`src/rtl/rcspwm_pkg.sv`:
```
package rcspwm_pkg;

  localparam int unsigned CHANNEL_SLOTS_DEF = 8;
  localparam int unsigned PERIOD_US_DEF     = 20000;
  localparam int unsigned DUTY_BITS_DEF     = 14;

  localparam int unsigned PULSE_W     = 16;
  localparam int unsigned APPLIED_W   = 15;
  localparam int unsigned CHAN_W      = 3;
  localparam int unsigned QUEUE_DEPTH = 4;

  // percent offset / 100 as (x * PCT_RECIP) >> PCT_SHIFT, exact for x < 2^23
  localparam int unsigned PCT_PROD_W = 23;
  localparam logic [23:0] PCT_RECIP  = 24'd10737419;
  localparam int unsigned PCT_SHIFT  = 30;

  localparam logic [47:0] CAL_RESET  = 48'd8590032897000;
  localparam logic [11:0] PINS_RESET = 12'd324;
  localparam logic [2:0]  FLAGS_RESET = 3'd0;
  localparam logic [63:0] MASK_RESET = '1;

  localparam logic [2:0] CFG_STEER_CAL = 3'd0;
  localparam logic [2:0] CFG_THR_CAL   = 3'd1;
  localparam logic [2:0] CFG_PINS      = 3'd2;
  localparam logic [2:0] CFG_FLAGS     = 3'd3;
  localparam logic [2:0] CFG_MASK      = 3'd4;

  localparam logic [1:0] REQ_RAW      = 2'd0;
  localparam logic [1:0] REQ_RELEASE  = 2'd1;
  localparam logic [1:0] REQ_STEER    = 2'd2;
  localparam logic [1:0] REQ_THROTTLE = 2'd3;

  localparam logic [2:0] ST_OK          = 3'd0;
  localparam logic [2:0] ST_FORBIDDEN   = 3'd1;
  localparam logic [2:0] ST_NO_CHANNEL  = 3'd2;
  localparam logic [2:0] ST_PCT_RANGE   = 3'd3;
  localparam logic [2:0] ST_PULSE_RANGE = 3'd4;
  localparam logic [2:0] ST_NOT_FOUND   = 3'd5;
  localparam logic [2:0] ST_NOT_LOADED  = 3'd6;

  localparam logic [1:0] ACT_NONE = 2'd0;
  localparam logic [1:0] ACT_SET  = 2'd1;
  localparam logic [1:0] ACT_STOP = 2'd2;

  typedef enum logic [1:0] {
    OP_DRIVE,
    OP_RELEASE,
    OP_FAIL
  } op_e;

  typedef struct packed {
    logic [47:0] steer_cal;
    logic [47:0] thr_cal;
    logic [11:0] pins;
    logic [2:0]  flags;
    logic [63:0] mask;
  } cfg_t;

  typedef struct packed {
    op_e                op;
    logic [2:0]         status;
    logic [5:0]         pin;
    logic [PULSE_W-1:0] pulse;
  } cmd_t;

endpackage

```
`src/rtl/rcspwm_front.sv`:
```
module rcspwm_front
  import rcspwm_pkg::*;
#(
  parameter int unsigned PERIOD_MICROSECONDS = PERIOD_US_DEF
) (
  input  logic               clk_i,
  input  logic               rst_ni,
  input  cfg_t               cfg_i,
  input  logic               in_valid_i,
  output logic               in_stall_o,
  input  logic [1:0]         req_type_i,
  input  logic [5:0]         pin_i,
  input  logic [15:0]        pulse_width_i,
  input  logic signed [7:0]  percent_i,
  input  logic               clamp_mode_i,
  output logic               push_o,
  output cmd_t               cmd_o,
  input  logic               full_i
);

  localparam logic [2:0] F_IDLE = 3'd0;
  localparam logic [2:0] F_MUL  = 3'd1;
  localparam logic [2:0] F_DIV  = 3'd2;
  localparam logic [2:0] F_MAP  = 3'd3;
  localparam logic [2:0] F_PUSH = 3'd4;

  localparam logic [PULSE_W-1:0] Period = PULSE_W'(PERIOD_MICROSECONDS);

  logic [2:0] state_q, state_d;
  cmd_t cmd_q, cmd_d;
  logic [6:0]  mag_q, mag_d;
  logic [15:0] mid_q, mid_d, end_q, end_d;
  logic [PCT_PROD_W-1:0] prod_q;
  logic dneg_q;
  logic [15:0] quo_q;

  logic accept;
  logic [47:0] cal;
  logic rev;
  logic signed [8:0] pct, pc;
  logic pct_bad;
  logic [15:0] dmag;
  logic [46:0] recip_prod;
  logic signed [17:0] offset, mapped;

  assign accept     = in_valid_i && (state_q == F_IDLE);
  assign in_stall_o = (state_q != F_IDLE);
  assign push_o     = (state_q == F_PUSH) && !full_i;
  assign cmd_o      = cmd_q;

  always_comb begin
    cal = (req_type_i == REQ_STEER) ? cfg_i.steer_cal : cfg_i.thr_cal;
    rev = (req_type_i == REQ_STEER) ? cfg_i.flags[0] : cfg_i.flags[1];
    pct = 9'(percent_i);
    pct_bad = 1'b0;
    if (clamp_mode_i) begin
      pc = pct;
      if (pct < -9'sd100) pc = -9'sd100;
      if (pct > 9'sd100) pc = 9'sd100;
      if (rev) pc = -pc;
    end else begin
      pc = rev ? -pct : pct;
      pct_bad = (pc < -9'sd100) || (pc > 9'sd100);
    end
    mag_d = (pc < 0) ? 7'(-pc) : 7'(pc);
    mid_d = cal[31:16];
    end_d = (pc < 0) ? cal[15:0] : cal[47:32];
  end

  always_comb begin
    state_d = state_q;
    cmd_d   = cmd_q;
    dmag    = (end_q < mid_q) ? (mid_q - end_q) : (end_q - mid_q);
    recip_prod = {24'd0, prod_q} * {23'd0, PCT_RECIP};
    offset  = dneg_q ? -$signed({2'b00, quo_q}) : $signed({2'b00, quo_q});
    mapped  = $signed({2'b00, mid_q}) + offset;
    unique case (state_q)
      F_IDLE: begin
        if (accept) begin
          cmd_d.status = ST_OK;
          cmd_d.pin    = pin_i;
          cmd_d.pulse  = pulse_width_i;
          state_d      = F_PUSH;
          unique case (req_type_i)
            REQ_RAW: begin
              cmd_d.op = OP_DRIVE;
              if (pulse_width_i > Period) begin
                cmd_d.op     = OP_FAIL;
                cmd_d.status = ST_PULSE_RANGE;
              end
            end
            REQ_RELEASE: cmd_d.op = OP_RELEASE;
            default: begin
              cmd_d.op  = OP_DRIVE;
              cmd_d.pin = (req_type_i == REQ_STEER) ? cfg_i.pins[5:0] : cfg_i.pins[11:6];
              if (clamp_mode_i && !cfg_i.flags[2]) begin
                cmd_d.op     = OP_FAIL;
                cmd_d.status = ST_NOT_LOADED;
              end else if (pct_bad) begin
                cmd_d.op     = OP_FAIL;
                cmd_d.status = ST_PCT_RANGE;
              end else begin
                state_d = F_MUL;
              end
            end
          endcase
        end
      end
      F_MUL: state_d = F_DIV;
      F_DIV: state_d = F_MAP;
      F_MAP: begin
        if (mapped < 0) cmd_d.pulse = '0;
        else if (mapped > $signed({2'b00, Period})) cmd_d.pulse = Period;
        else cmd_d.pulse = mapped[15:0];
        state_d = F_PUSH;
      end
      F_PUSH: if (!full_i) state_d = F_IDLE;
      default: state_d = F_IDLE;
    endcase
  end

  always_ff @(posedge clk_i or negedge rst_ni) begin
    if (!rst_ni) begin
      state_q <= F_IDLE;
    end else begin
      state_q <= state_d;
    end
  end

  always_ff @(posedge clk_i) begin
    cmd_q <= cmd_d;
    if (accept) begin
      mag_q <= mag_d;
      mid_q <= mid_d;
      end_q <= end_d;
    end
    if (state_q == F_MUL) begin
      prod_q <= PCT_PROD_W'({7'd0, dmag} * {16'd0, mag_q});
      dneg_q <= (end_q < mid_q);
    end
    if (state_q == F_DIV) quo_q <= recip_prod[PCT_SHIFT+15:PCT_SHIFT];
  end

endmodule

```
`src/rtl/rcspwm_fifo.sv`:
```
module rcspwm_fifo
  import rcspwm_pkg::*;
(
  input  logic clk_i,
  input  logic rst_ni,
  input  logic push_i,
  input  cmd_t word_i,
  output logic full_o,
  input  logic pop_i,
  output cmd_t word_o,
  output logic empty_o
);

  localparam int unsigned PtrW = $clog2(QUEUE_DEPTH);

  cmd_t mem_q [QUEUE_DEPTH];
  logic [PtrW-1:0] wr_q, rd_q;
  logic [PtrW:0]   cnt_q;

  assign full_o  = (cnt_q == (PtrW+1)'(QUEUE_DEPTH));
  assign empty_o = (cnt_q == '0);
  assign word_o  = mem_q[rd_q];

  always_ff @(posedge clk_i or negedge rst_ni) begin
    if (!rst_ni) begin
      wr_q  <= '0;
      rd_q  <= '0;
      cnt_q <= '0;
    end else begin
      if (push_i) wr_q <= wr_q + 1'b1;
      if (pop_i) rd_q <= rd_q + 1'b1;
      if (push_i && !pop_i) cnt_q <= cnt_q + 1'b1;
      else if (pop_i && !push_i) cnt_q <= cnt_q - 1'b1;
    end
  end

  always_ff @(posedge clk_i) begin
    if (push_i) mem_q[wr_q] <= word_i;
  end

endmodule

```
`src/rtl/rcspwm_back.sv`:
```
module rcspwm_back
  import rcspwm_pkg::*;
#(
  parameter int unsigned CHANNEL_SLOTS       = CHANNEL_SLOTS_DEF,
  parameter int unsigned PERIOD_MICROSECONDS = PERIOD_US_DEF,
  parameter int unsigned DUTY_BITS           = DUTY_BITS_DEF
) (
  input  logic                 clk_i,
  input  logic                 rst_ni,
  input  logic [63:0]          mask_i,
  input  logic                 empty_i,
  input  cmd_t                 cmd_i,
  output logic                 pop_o,
  output logic                 out_valid_o,
  input  logic                 out_stall_i,
  output logic [2:0]           status_o,
  output logic [1:0]           drive_action_o,
  output logic [CHAN_W-1:0]    channel_o,
  output logic                 new_channel_o,
  output logic [DUTY_BITS-1:0] duty_o,
  output logic [APPLIED_W-1:0] applied_pulse_o
);

  localparam int unsigned SlotW = (CHANNEL_SLOTS > 1) ? $clog2(CHANNEL_SLOTS) : 1;
  localparam longint unsigned DutyMax = (64'd1 << DUTY_BITS) - 64'd1;
  localparam longint unsigned DutyInt = DutyMax / PERIOD_MICROSECONDS;
  localparam longint unsigned DutyRem = DutyMax % PERIOD_MICROSECONDS;
  localparam longint unsigned Recip   = (64'd1 << 32) / PERIOD_MICROSECONDS;
  localparam logic [PULSE_W-1:0] Period = PULSE_W'(PERIOD_MICROSECONDS);

  localparam logic [2:0] B_IDLE = 3'd0;
  localparam logic [2:0] B_MUL1 = 3'd1;
  localparam logic [2:0] B_MUL2 = 3'd2;
  localparam logic [2:0] B_MUL3 = 3'd3;
  localparam logic [2:0] B_FIX  = 3'd4;
  localparam logic [2:0] B_DONE = 3'd5;

  logic [2:0] state_q, state_d;
  logic [5:0] slot_pin_q [CHANNEL_SLOTS];
  logic [CHANNEL_SLOTS-1:0] slot_used_q;

  logic [2:0]           res_status_q;
  logic [1:0]           res_act_q;
  logic [SlotW-1:0]     res_slot_q;
  logic                 res_new_q;
  logic [PULSE_W-1:0]   res_pulse_q;
  logic [DUTY_BITS-1:0] res_duty_q;

  logic [31:0]          x2_q;
  logic [DUTY_BITS-1:0] pa_q;
  logic [15:0]          q0_q;
  logic [31:0]          qp_q;

  logic                 out_valid_q;
  logic [2:0]           status_q;
  logic [1:0]           act_q;
  logic [SlotW-1:0]     chan_q;
  logic                 new_q;
  logic [DUTY_BITS-1:0] duty_q;
  logic [PULSE_W-1:0]   pulse_q;

  logic                 hit, has_free, load_out;
  logic [SlotW-1:0]     hit_idx, free_idx;
  logic [63:0]          t_prod;
  logic [31:0]          rem;
  logic [15:0]          quo;

  assign pop_o    = (state_q == B_IDLE) && !empty_i;
  assign load_out = (state_q == B_DONE) && (!out_valid_q || !out_stall_i);

  always_comb begin
    hit      = 1'b0;
    hit_idx  = '0;
    has_free = 1'b0;
    free_idx = '0;
    for (int i = CHANNEL_SLOTS - 1; i >= 0; i--) begin
      if (slot_used_q[i] && (slot_pin_q[i] == cmd_i.pin)) begin
        hit     = 1'b1;
        hit_idx = SlotW'(i);
      end
      if (!slot_used_q[i]) begin
        has_free = 1'b1;
        free_idx = SlotW'(i);
      end
    end
  end

  always_comb begin
    t_prod = {32'd0, x2_q} * {32'd0, 32'(Recip)};
    rem    = x2_q - qp_q;
    quo    = q0_q + 16'((rem >= {16'd0, Period}) ? 1 : 0);
  end

  always_comb begin
    state_d = state_q;
    unique case (state_q)
      B_IDLE: begin
        if (!empty_i) begin
          state_d = B_DONE;
          if ((cmd_i.op == OP_DRIVE) && mask_i[cmd_i.pin] && (hit || has_free)) begin
            state_d = B_MUL1;
          end
        end
      end
      B_MUL1: state_d = B_MUL2;
      B_MUL2: state_d = B_MUL3;
      B_MUL3: state_d = B_FIX;
      B_FIX:  state_d = B_DONE;
      B_DONE: if (load_out) state_d = B_IDLE;
      default: state_d = B_IDLE;
    endcase
  end

  always_ff @(posedge clk_i or negedge rst_ni) begin
    if (!rst_ni) begin
      state_q     <= B_IDLE;
      slot_used_q <= '0;
      out_valid_q <= 1'b0;
    end else begin
      state_q <= state_d;
      if (pop_o) begin
        if (cmd_i.op == OP_RELEASE && hit) begin
          slot_used_q[hit_idx] <= 1'b0;
        end else if (cmd_i.op == OP_DRIVE && mask_i[cmd_i.pin] && !hit && has_free) begin
          slot_used_q[free_idx] <= 1'b1;
        end
      end
      if (load_out) out_valid_q <= 1'b1;
      else if (!out_stall_i) out_valid_q <= 1'b0;
    end
  end

  always_ff @(posedge clk_i) begin
    if (pop_o) begin
      res_status_q <= ST_OK;
      res_act_q    <= ACT_NONE;
      res_slot_q   <= '0;
      res_new_q    <= 1'b0;
      res_pulse_q  <= '0;
      res_duty_q   <= '0;
      unique case (cmd_i.op)
        OP_RELEASE: begin
          if (hit) begin
            res_act_q  <= ACT_STOP;
            res_slot_q <= hit_idx;
          end else begin
            res_status_q <= ST_NOT_FOUND;
          end
        end
        OP_DRIVE: begin
          if (!mask_i[cmd_i.pin]) begin
            res_status_q <= ST_FORBIDDEN;
          end else if (hit) begin
            res_act_q   <= ACT_SET;
            res_slot_q  <= hit_idx;
            res_pulse_q <= cmd_i.pulse;
          end else if (has_free) begin
            res_act_q   <= ACT_SET;
            res_slot_q  <= free_idx;
            res_new_q   <= 1'b1;
            res_pulse_q <= cmd_i.pulse;
            slot_pin_q[free_idx] <= cmd_i.pin;
          end else begin
            res_status_q <= ST_NO_CHANNEL;
          end
        end
        default: res_status_q <= cmd_i.status;
      endcase
    end
    // duty = p * int(D/P) + floor(p * rem(D/P) / P), the second term by reciprocal
    if (state_q == B_MUL1) begin
      x2_q <= 32'({16'd0, res_pulse_q} * 32'(DutyRem));
      pa_q <= DUTY_BITS'({{DUTY_BITS{1'b0}}, res_pulse_q} *
                         (DUTY_BITS+PULSE_W)'(DutyInt));
    end
    if (state_q == B_MUL2) q0_q <= t_prod[47:32];
    if (state_q == B_MUL3) qp_q <= {16'd0, q0_q} * {16'd0, Period};
    if (state_q == B_FIX) res_duty_q <= pa_q + DUTY_BITS'(quo);
    if (load_out) begin
      status_q <= res_status_q;
      act_q    <= res_act_q;
      chan_q   <= res_slot_q;
      new_q    <= res_new_q;
      duty_q   <= res_duty_q;
      pulse_q  <= res_pulse_q;
    end
  end

  assign out_valid_o     = out_valid_q;
  assign status_o        = status_q;
  assign drive_action_o  = act_q;
  assign channel_o       = CHAN_W'(chan_q);
  assign new_channel_o   = new_q;
  assign duty_o          = duty_q;
  assign applied_pulse_o = APPLIED_W'(pulse_q);

endmodule

```
`src/rtl/rc_servo_pwm_commander.sv`:
```
// Servo / ESC pulse commander.
// Input channel (in_valid_i / in_stall_o): one command word per handshake:
// raw pulse on a pin, release a pin, steer percent or throttle percent.
// Output channel (out_valid_o / out_stall_i): one result word per command,
// in command order, with status, drive action, channel, duty and pulse.
// Configuration: cfg_we_i writes cfg_data_i into register cfg_idx_i
// (0 steer cal, 1 throttle cal, 2 pin numbers, 3 flags, 4 allowed mask).
// The front end takes a new word only in idle: raw, release and failed
// commands go straight to push, percent commands pass F_MUL, F_DIV and F_MAP
// first (a multiply by the magnitude, then one by a constant reciprocal for
// the /100 mapping). A 4-word queue feeds the back end, which binds the slot
// table as it pops a word; a drive then runs the duty scaling through B_MUL1,
// B_MUL2, B_MUL3 and B_FIX, and every command ends in B_DONE, which loads the
// output register. Sustained rate is set by the back end.
// Reset clears the slot table valid bits and restores register defaults.
// While the receiver stalls, the result holds in the output register; the
// back end finishes one more command and the queue fills, then in_stall_o
// stays high.
module rc_servo_pwm_commander
  import rcspwm_pkg::*;
#(
  parameter int unsigned CHANNEL_SLOTS       = CHANNEL_SLOTS_DEF,
  parameter int unsigned PERIOD_MICROSECONDS = PERIOD_US_DEF,
  parameter int unsigned DUTY_BITS           = DUTY_BITS_DEF
) (
  input  logic                 clk_i,
  input  logic                 rst_ni,
  input  logic                 cfg_we_i,
  input  logic [2:0]           cfg_idx_i,
  input  logic [63:0]          cfg_data_i,
  input  logic                 in_valid_i,
  output logic                 in_stall_o,
  input  logic [1:0]           req_type_i,
  input  logic [5:0]           pin_i,
  input  logic [15:0]          pulse_width_i,
  input  logic signed [7:0]    percent_i,
  input  logic                 clamp_mode_i,
  output logic                 out_valid_o,
  input  logic                 out_stall_i,
  output logic [2:0]           status_o,
  output logic [1:0]           drive_action_o,
  output logic [CHAN_W-1:0]    channel_o,
  output logic                 new_channel_o,
  output logic [DUTY_BITS-1:0] duty_o,
  output logic [APPLIED_W-1:0] applied_pulse_o
);

  cfg_t cfg_q;
  logic push, full, pop, empty;
  cmd_t cmd_in, cmd_out;

  always_ff @(posedge clk_i or negedge rst_ni) begin
    if (!rst_ni) begin
      cfg_q.steer_cal <= CAL_RESET;
      cfg_q.thr_cal   <= CAL_RESET;
      cfg_q.pins      <= PINS_RESET;
      cfg_q.flags     <= FLAGS_RESET;
      cfg_q.mask      <= MASK_RESET;
    end else if (cfg_we_i) begin
      unique case (cfg_idx_i)
        CFG_STEER_CAL: cfg_q.steer_cal <= cfg_data_i[47:0];
        CFG_THR_CAL:   cfg_q.thr_cal   <= cfg_data_i[47:0];
        CFG_PINS:      cfg_q.pins      <= cfg_data_i[11:0];
        CFG_FLAGS:     cfg_q.flags     <= cfg_data_i[2:0];
        CFG_MASK:      cfg_q.mask      <= cfg_data_i;
        default: ;
      endcase
    end
  end

  rcspwm_front #(
    .PERIOD_MICROSECONDS(PERIOD_MICROSECONDS)
  ) u_front (
    .clk_i,
    .rst_ni,
    .cfg_i        (cfg_q),
    .in_valid_i,
    .in_stall_o,
    .req_type_i,
    .pin_i,
    .pulse_width_i,
    .percent_i,
    .clamp_mode_i,
    .push_o       (push),
    .cmd_o        (cmd_in),
    .full_i       (full)
  );

  rcspwm_fifo u_fifo (
    .clk_i,
    .rst_ni,
    .push_i  (push),
    .word_i  (cmd_in),
    .full_o  (full),
    .pop_i   (pop),
    .word_o  (cmd_out),
    .empty_o (empty)
  );

  rcspwm_back #(
    .CHANNEL_SLOTS      (CHANNEL_SLOTS),
    .PERIOD_MICROSECONDS(PERIOD_MICROSECONDS),
    .DUTY_BITS          (DUTY_BITS)
  ) u_back (
    .clk_i,
    .rst_ni,
    .mask_i   (cfg_q.mask),
    .empty_i  (empty),
    .cmd_i    (cmd_out),
    .pop_o    (pop),
    .out_valid_o,
    .out_stall_i,
    .status_o,
    .drive_action_o,
    .channel_o,
    .new_channel_o,
    .duty_o,
    .applied_pulse_o
  );

endmodule

```
`config.mk`:
```
export PLATFORM = sky130hd
export DESIGN_NAME = rc_servo_pwm_commander
export DESIGN_NICKNAME = d
export VERILOG_FILES = /design/src/rtl/rcspwm_pkg.sv /design/src/rtl/rcspwm_front.sv /design/src/rtl/rcspwm_fifo.sv /design/src/rtl/rcspwm_back.sv /design/src/rtl/rc_servo_pwm_commander.sv
export SDC_FILE = /design/constraint.sdc
export NUM_CORES = 2
export LEC_CHECK = 0
export BUFFER_PORTS_ARGS = -buffer_cell sky130_fd_sc_hd__buf_2
export CORE_MARGIN = 5
export CORE_UTILIZATION = 60
export CTS_BUF_LIST = sky130_fd_sc_hd__clkbuf_4 sky130_fd_sc_hd__clkbuf_8
export DETAILED_ROUTE_END_ITERATION = 10
export HOLD_SLACK_MARGIN = 0.06
export PLACE_DENSITY_LB_ADDON = 0.05
export SYNTH_ARGS = -nofsm -noshare
export SYNTH_HDL_FRONTEND = slang
export SYNTH_SLANG_ARGS = --single-unit
```
`constraint.sdc`:
```
create_clock -name clk_i -period 7.4 [get_ports clk_i]
set_clock_uncertainty 0.05 [all_clocks]
set_input_delay 1.11 -clock clk_i [delete_from_list [all_inputs] [get_ports clk_i]]
set_output_delay 1.11 -clock clk_i [all_outputs]
set_load 0.05 [all_outputs]
```
Word level (Yosys, flattened, before mapping)
Memory sizes are Yosys's and may differ from the RTL's.
Cells that the tools add are included.
{ "totals": {"latchBits": 0, "ff_bits": 452, "romBits": 0, "mem_bits_rw": 156, "n_memories": 2, "output_inout_bits": 40, "input_bits": 105} }
{ "memory_table": {"columns": ["memory", "words", "word_bits", "read_ports", "rd_clocked_by_memory_dff", "write_ports", "line_no", "rtl"], "rows": [
  ["u_fifo.mem_q", 4, 27, 1, 0, 1, "rcspwm_fifo.sv:16", "cmd_t mem_q [QUEUE_DEPTH];"],
  ["u_back.slot_pin_q", 8, 6, 8, 0, 1, "rcspwm_back.sv:39", "logic [5:0] slot_pin_q [CHANNEL_SLOTS];"]
]} }
{ "op_classes": {"n_mul": 5, "n_shift": 0, "muxes": 106, "n_reduce_logical": 56, "order_cmp": 15, "n_bitwise": 3, "addsub": 13, "n_div": 0, "n_eq_ne": 30} }
{ "ops": {"columns": ["cell", "n"], "rows": [
  ["$mux 16", 7],
  ["$mux 3", 33],
  ["$mux 9", 6],
  ["$eq 6x6->1", 8],
  ["$mux 48", 1],
  ["$mul 23x24->46 const B", 1],
  ["$mul 30x16->46 const B", 1],
  ["$mux 1", 33],
  ["$ge 32x15->1 const B", 1],
  ["$pmux 16 s2", 1],
  ["$sub 16x16->16", 2],
  ["$sub 30x31->32", 1],
  ["$mul 16x14->30 const B", 1],
  ["$mux 14", 2],
  ["$mul 16x10->26 const B", 1],
  ["$mul 16x7->23", 1],
  ["$logic_and 1x1->1", 22],
  ["$reduce_and 2->1", 11],
  ["$add 17x18->18", 1],
  ["$eq 3x2->1 const B", 6],
  ["$gt 18x16->1 const B", 1],
  ["$lt 18x1->1 const B", 1],
  ["$mux 18", 1],
  ["$neg 16->18", 1],
  ["44 further kinds", 84]
]} }

Longest topological paths before layout
An unclocked memory read counts as a cell.
{ "depth": {"word_depth": 18, "ltp_mapped": 32, "depth_no_buf": 30} }

By module
A second synthesis with hierarchy kept.
{ "hier_totals": {"hier_cells": 5095, "area_unflattened_um2": 58258.4} }
{ "modules_own_cells": {"columns": ["mod", "area_per_inst_um2", "n_inst", "cells_per_inst"], "rows": [
  ["rcspwm_back", 25826.0, 1, 2395],
  ["rcspwm_front", 21048.9, 1, 2152],
  ["rc_servo_pwm_commander", 7084.3, 1, 373],
  ["rcspwm_fifo", 4299.1, 1, 175]
]} }

Least setup slack after synthesis
Ideal clock, no wire load.
{ "synth_timing": {"kind": "register -> register", "from": "register u_front.end_q[0]", "to": "register u_front.prod_q[22] (data pin)", "stages_incl_launch_ff": 31, "path_buffers": 1, "synth_period_minus_slack_ps": 7367, "arrival_time_ps": 7057, "path_slack_ps": 33, "required_time_ps": 7090, "path_cell_list": "edfxtp_1 -> inv_1 -> ha_1 -> inv_1 -> fa_1 -> a21o_1 -> a21o_1 -> a21oi_1 -> nor2_1 -> or4_1 -> a21oi_1 -> buf_2 -> mux2_2 -> xnor2_1 -> nor2b_1 -> fa_1 -> fa_1 -> fa_1 -> inv_1 -> fa_1 -> inv_1 -> ha_1 -> o21a_1 -> o21ai_0 -> a21oi_1 -> o221ai_1 -> a21oi_1 -> a211o_1 -> a31o_2 -> a21oi_1 -> xnor2_1"} }
{ "synth_between": {"elab_chain_cells": 3, "word_cells_on_any_way": 5, "cone_classes": "add/sub: 2; mul: 1; order compare: 1; mux: 1"} }
{ "synth_lines": {"columns": ["element", "line_no", "rtl"], "rows": [
  ["start, declared", "rcspwm_front.sv:32", "logic [15:0] mid_q, mid_d, end_q, end_d;"],
  ["start signal, assigned", "rcspwm_front.sv:135", "end_q <= end_d;"],
  ["$sub 16x16->16 or $lt 16x16->1 (tied branches)", "rcspwm_front.sv:73", "dmag = (end_q < mid_q) ? (mid_q - end_q) : (end_q - mid_q);"],
  ["$mux 16 *", "rcspwm_front.sv:73", null],
  ["$mul 16x7->23 *", "rcspwm_front.sv:138", "prod_q <= PCT_PROD_W'({7'd0, dmag} * {16'd0, mag_q});"],
  ["end signal, assigned", "rcspwm_front.sv:138", null],
  ["end, declared", "rcspwm_front.sv:33", "logic [PCT_PROD_W-1:0] prod_q;"]
]} }
Every way passes the cells marked *; elsewhere a longest branch is shown, timed or not.
A chain may end at the register's enable or synchronous reset.

Worst setup path after layout
Same ends and word-level chain as after synthesis.

==> impl_metrics.env <==
export IMPL_gp_congestion=0.946
export IMPL_worstPathArrival_ns=7.83
export IMPL_final_cell_mix="953 x inv_1, 682 x ha_1, 630 x fa_1"
export IMPL_viasPerCell=5.52
export IMPL_yosys_register_bits=608
export IMPL_dieArea_sq_um=99300
export IMPL_clk_latency_ns=0.75
export IMPL_yosysTopAreaCellShare_pct=22.7
export IMPL_dpl_hpwl_microns=103000
export IMPL_multi_input_area_sq_um=34900
export IMPL_wl_per_cell_microns=19.8
export IMPL_grt_busiest_layer="met2"
export IMPL_core_area_sq_um=92900
export IMPL_synthCells=4751
export IMPL_worstHoldStart="u_back.res_slot_q[2]$_DFFE_PP_"
export IMPL_min_delay_path_depth=0
export IMPL_rsz0062_at_grt="yes"
export IMPL_cpMostUsedCell="a21oi_2"
export IMPL_fp_dieW_microns=315
export IMPL_tns_ns=0
export IMPL_grt_overflow=0
export IMPL_met3_usage_pct=4.04
export IMPL_setup_viol_count_final=0
export IMPL_holdPathEnd="u_back.channel_o[2]$_DFFE_PP_"
export IMPL_fmax_ghz=0.136
export IMPL_vias=35300
export IMPL_slowest_delay_ns=0.54
export IMPL_cp_start_kind="flop"
export IMPL_grtUsageTotal_pct=26.2
export IMPL_cts_root_buf="clkbuf_8"
export IMPL_relSlewSlack_pct=29.2
export IMPL_hold_class="reg -> reg"
export IMPL_criticalPathCategory="reg -> reg"
export IMPL_reg2reg_setup_slack_ns=0.04
export IMPL_grt_max_degree=125
export IMPL_synth_warnings=0
export IMPL_syn_nets=6177
export IMPL_critical_path_max_fanout=8
export IMPL_drcViolationCount=0
export IMPL_met2_usage_pct=44.5
export IMPL_final_layout_size_suffix_gt1_share_pct=18.1
export IMPL_final_period_utilization_pct=99.5
export IMPL_outcome="finished, final reports clean"
export IMPL_worst_pin_slew_ns=1.05
export IMPL_async_flop_share_pct=32.4
export IMPL_fin_nets=6481
export IMPL_syn_area_per_cell_sq_um=11.8
export IMPL_post_route_min_period_ns=7.36
export IMPL_cp_slowest_cell="or4_1"
export IMPL_worst_r2r_path_depth=31
export IMPL_fin_util_pct=66.3
export IMPL_grt_use_met1_pct=35.7
export IMPL_firstDrtPassIters=6
export IMPL_area_growth_syn_to_layout_pct=10.3
export IMPL_die_h_microns=315
export IMPL_synthFlopType="edfxtp_1"
export IMPL_grt_first_pass_wirelength_microns=204000
export IMPL_cts_num_sinks=608
export IMPL_htreeDepth=3
export IMPL_cp_end_kind="flop"
export IMPL_syn_cell_area_sq_um=55900
export IMPL_register_area_sq_um=17400
export IMPL_initial_core_util_pct=60.1
export IMPL_synth_edf_count=411
export IMPL_cts_buffer_depth=3
export IMPL_drv_cap=0
export IMPL_cts_tree="yes"
export IMPL_final_common_cell="inv_1"
export IMPL_drtIter0Drc=1803
export IMPL_wl_microns=127000
export IMPL_ios=145
export IMPL_hold_violations=0
export IMPL_nFillCells=7256
export IMPL_holdBufCountCts=0
export IMPL_grt_pass1_vias=37400
export IMPL_cp_required_ns=7.87
export IMPL_rows=112
export IMPL_antenna_found_initial=14
export IMPL_r2r_end="u_front.prod_q[22]$_DFFE_PP_"
export IMPL_ant_nets=0
export IMPL_portBuffers=144
export IMPL_yosysSeqAreaShare_pct=31.2
export IMPL_cts_buffers=102
export IMPL_drv_slew=0
export IMPL_rr_startpoint="u_front.end_q[0]$_DFFE_PP_"
export IMPL_yosys_area_top_type="fa_1"
export IMPL_clk_pin_slew_ns=0.07
export IMPL_yosys_cell_types_count=91
export IMPL_synth_area_leaders="fa_1 23%, edfxtp_1 22%, ha_1 15%"
==> flip-flops by register name (all words and copies together) (netlist names), 15 cells and up <==
register	flops
u_back.q0_q	16
u_front.end_q	16
u_front.mid_q	16
u_back.qp_q	26
u_front.cmd_o	27
u_back.pulse_q	15
u_back.res_pulse_q	16
u_front.prod_q	23
u_back.slot_pin_q	48
u_front.quo_q	16
u_fifo.mem_q	108
u_back.x2_q	30
cfg_q	175
==> how the worst max path moves through the flow <==
stage | from | endpoint | slack [ns] | cells past startpoint
floorplan | u_front.end_q[0]$_DFFE_PP_ | u_front.prod_q[22]$_DFFE_PP_ | 0.03 | 30
global placement | u_front.end_q[0]$_DFFE_PP_ | u_front.prod_q[22]$_DFFE_PP_ | -0.04 | 29
detailed placement | u_front.end_q[0]$_DFFE_PP_ | u_front.prod_q[22]$_DFFE_PP_ | -0.19 | 30
CTS | u_front.prod_q[2]$_DFFE_PP_ | u_front.quo_q[14]$_DFFE_PP_ | 0.004 | 23
global route | u_front.end_q[0]$_DFFE_PP_ | u_front.prod_q[22]$_DFFE_PP_ | -0.29 | 31
finish | u_front.end_q[0]$_DFFE_PP_ | u_front.prod_q[22]$_DFFE_PP_ | 0.04 | 31
==> cells in the mapped netlist (64+ instances only) <==
cell	instances
o21ai_0	102
edfxtp_1	411
nor2b_1	78
nor2_1	162
clkbuf_1	64
nand2_1	144
ha_1	687
fa_1	634
mux2_2	198
inv_1	961
xnor2_1	158
a21oi_1	164
dfstp_2	105
xor2_1	74
a21o_1	76
dfrtp_1	92
==> per-layer routing <==
| layer | part of all wire, % | vias to the layer above |
|---|---|---|
| li1 | - | 16600 |
| met1 | 43 | 17900 |
| met2 | 49 | 728 |
| met3 | 4.7 | 200 |
| met4 | 2.6 | 12 |
| met5 | 0.064 | - |
==> cell type report <==
class / count / share of cell area [%]
flip-flops and latches: 608 / 28.2
well taps: 1254 / 2.55
diodes: 6 / 0.0244
clock buffers: 155 / 3.02
repair buffers: 282 / 2.93
clock inverters: 39 / 0.678
multi-input cells: 3098 / 56.7
inverters: 963 / 5.87
==> cell families (layout without fill, tap and decap cells) <==
kind of cell	Yosys count	after routing	synth area share, %
AO/OA/AOI/OAI	561	561	6.57
XOR/XNOR	232	232	3.64
adder cells (fa/ha/maj)	1321	1321	38.1
buffers and inverters	1045	1439	7.19
flip-flops	608	608	31.2
multiplexers	281	281	6.90
other	0	6	0
AND/OR/NAND/NOR	703	703	6.42
==> what timing repair did <==
item,in CTS,in global routing
setup endpoints to repair,5,12
pin swaps,4,53
gates cloned,0,1
setup buffers,4,13
gates resized for setup,16,75
==> critical path: cells and delay by family (launching register included) <==
| kind | cells | cell delay, ns |
|---|---|---|
| compound gates | 12 | 2.17 |
| xor+xnor | 2 | 0.29 |
| fa+ha+maj | 7 | 2.75 |
| buf+inv | 6 | 0.55 |
| flops | 1 | 0.38 |
| mux | 1 | 0.29 |
| simple gates | 3 | 0.65 |
==> stage by stage <==
stage | setup WS [ns] | hold WS, ns | std cells | area [sq um]
after global placement | -0.0449 | 0.352 | 6187 | 58700
after global routing | -0.286 | 0.378 | 6402 | 61600
after CTS | 0.00439 | 0.370 | 6385 | 61100
after detailed placement | -0.186 | 0.355 | 6187 | 58700
final | 0.0352 | 0.368 | 6405 | 61600
after floorplan | 0.0332 | 0.350 | 4751 | 55900
Power is left out: the tool's default activity adds up to more than one toggle a clock period on the data nets, which glitch-free logic cannot reach.
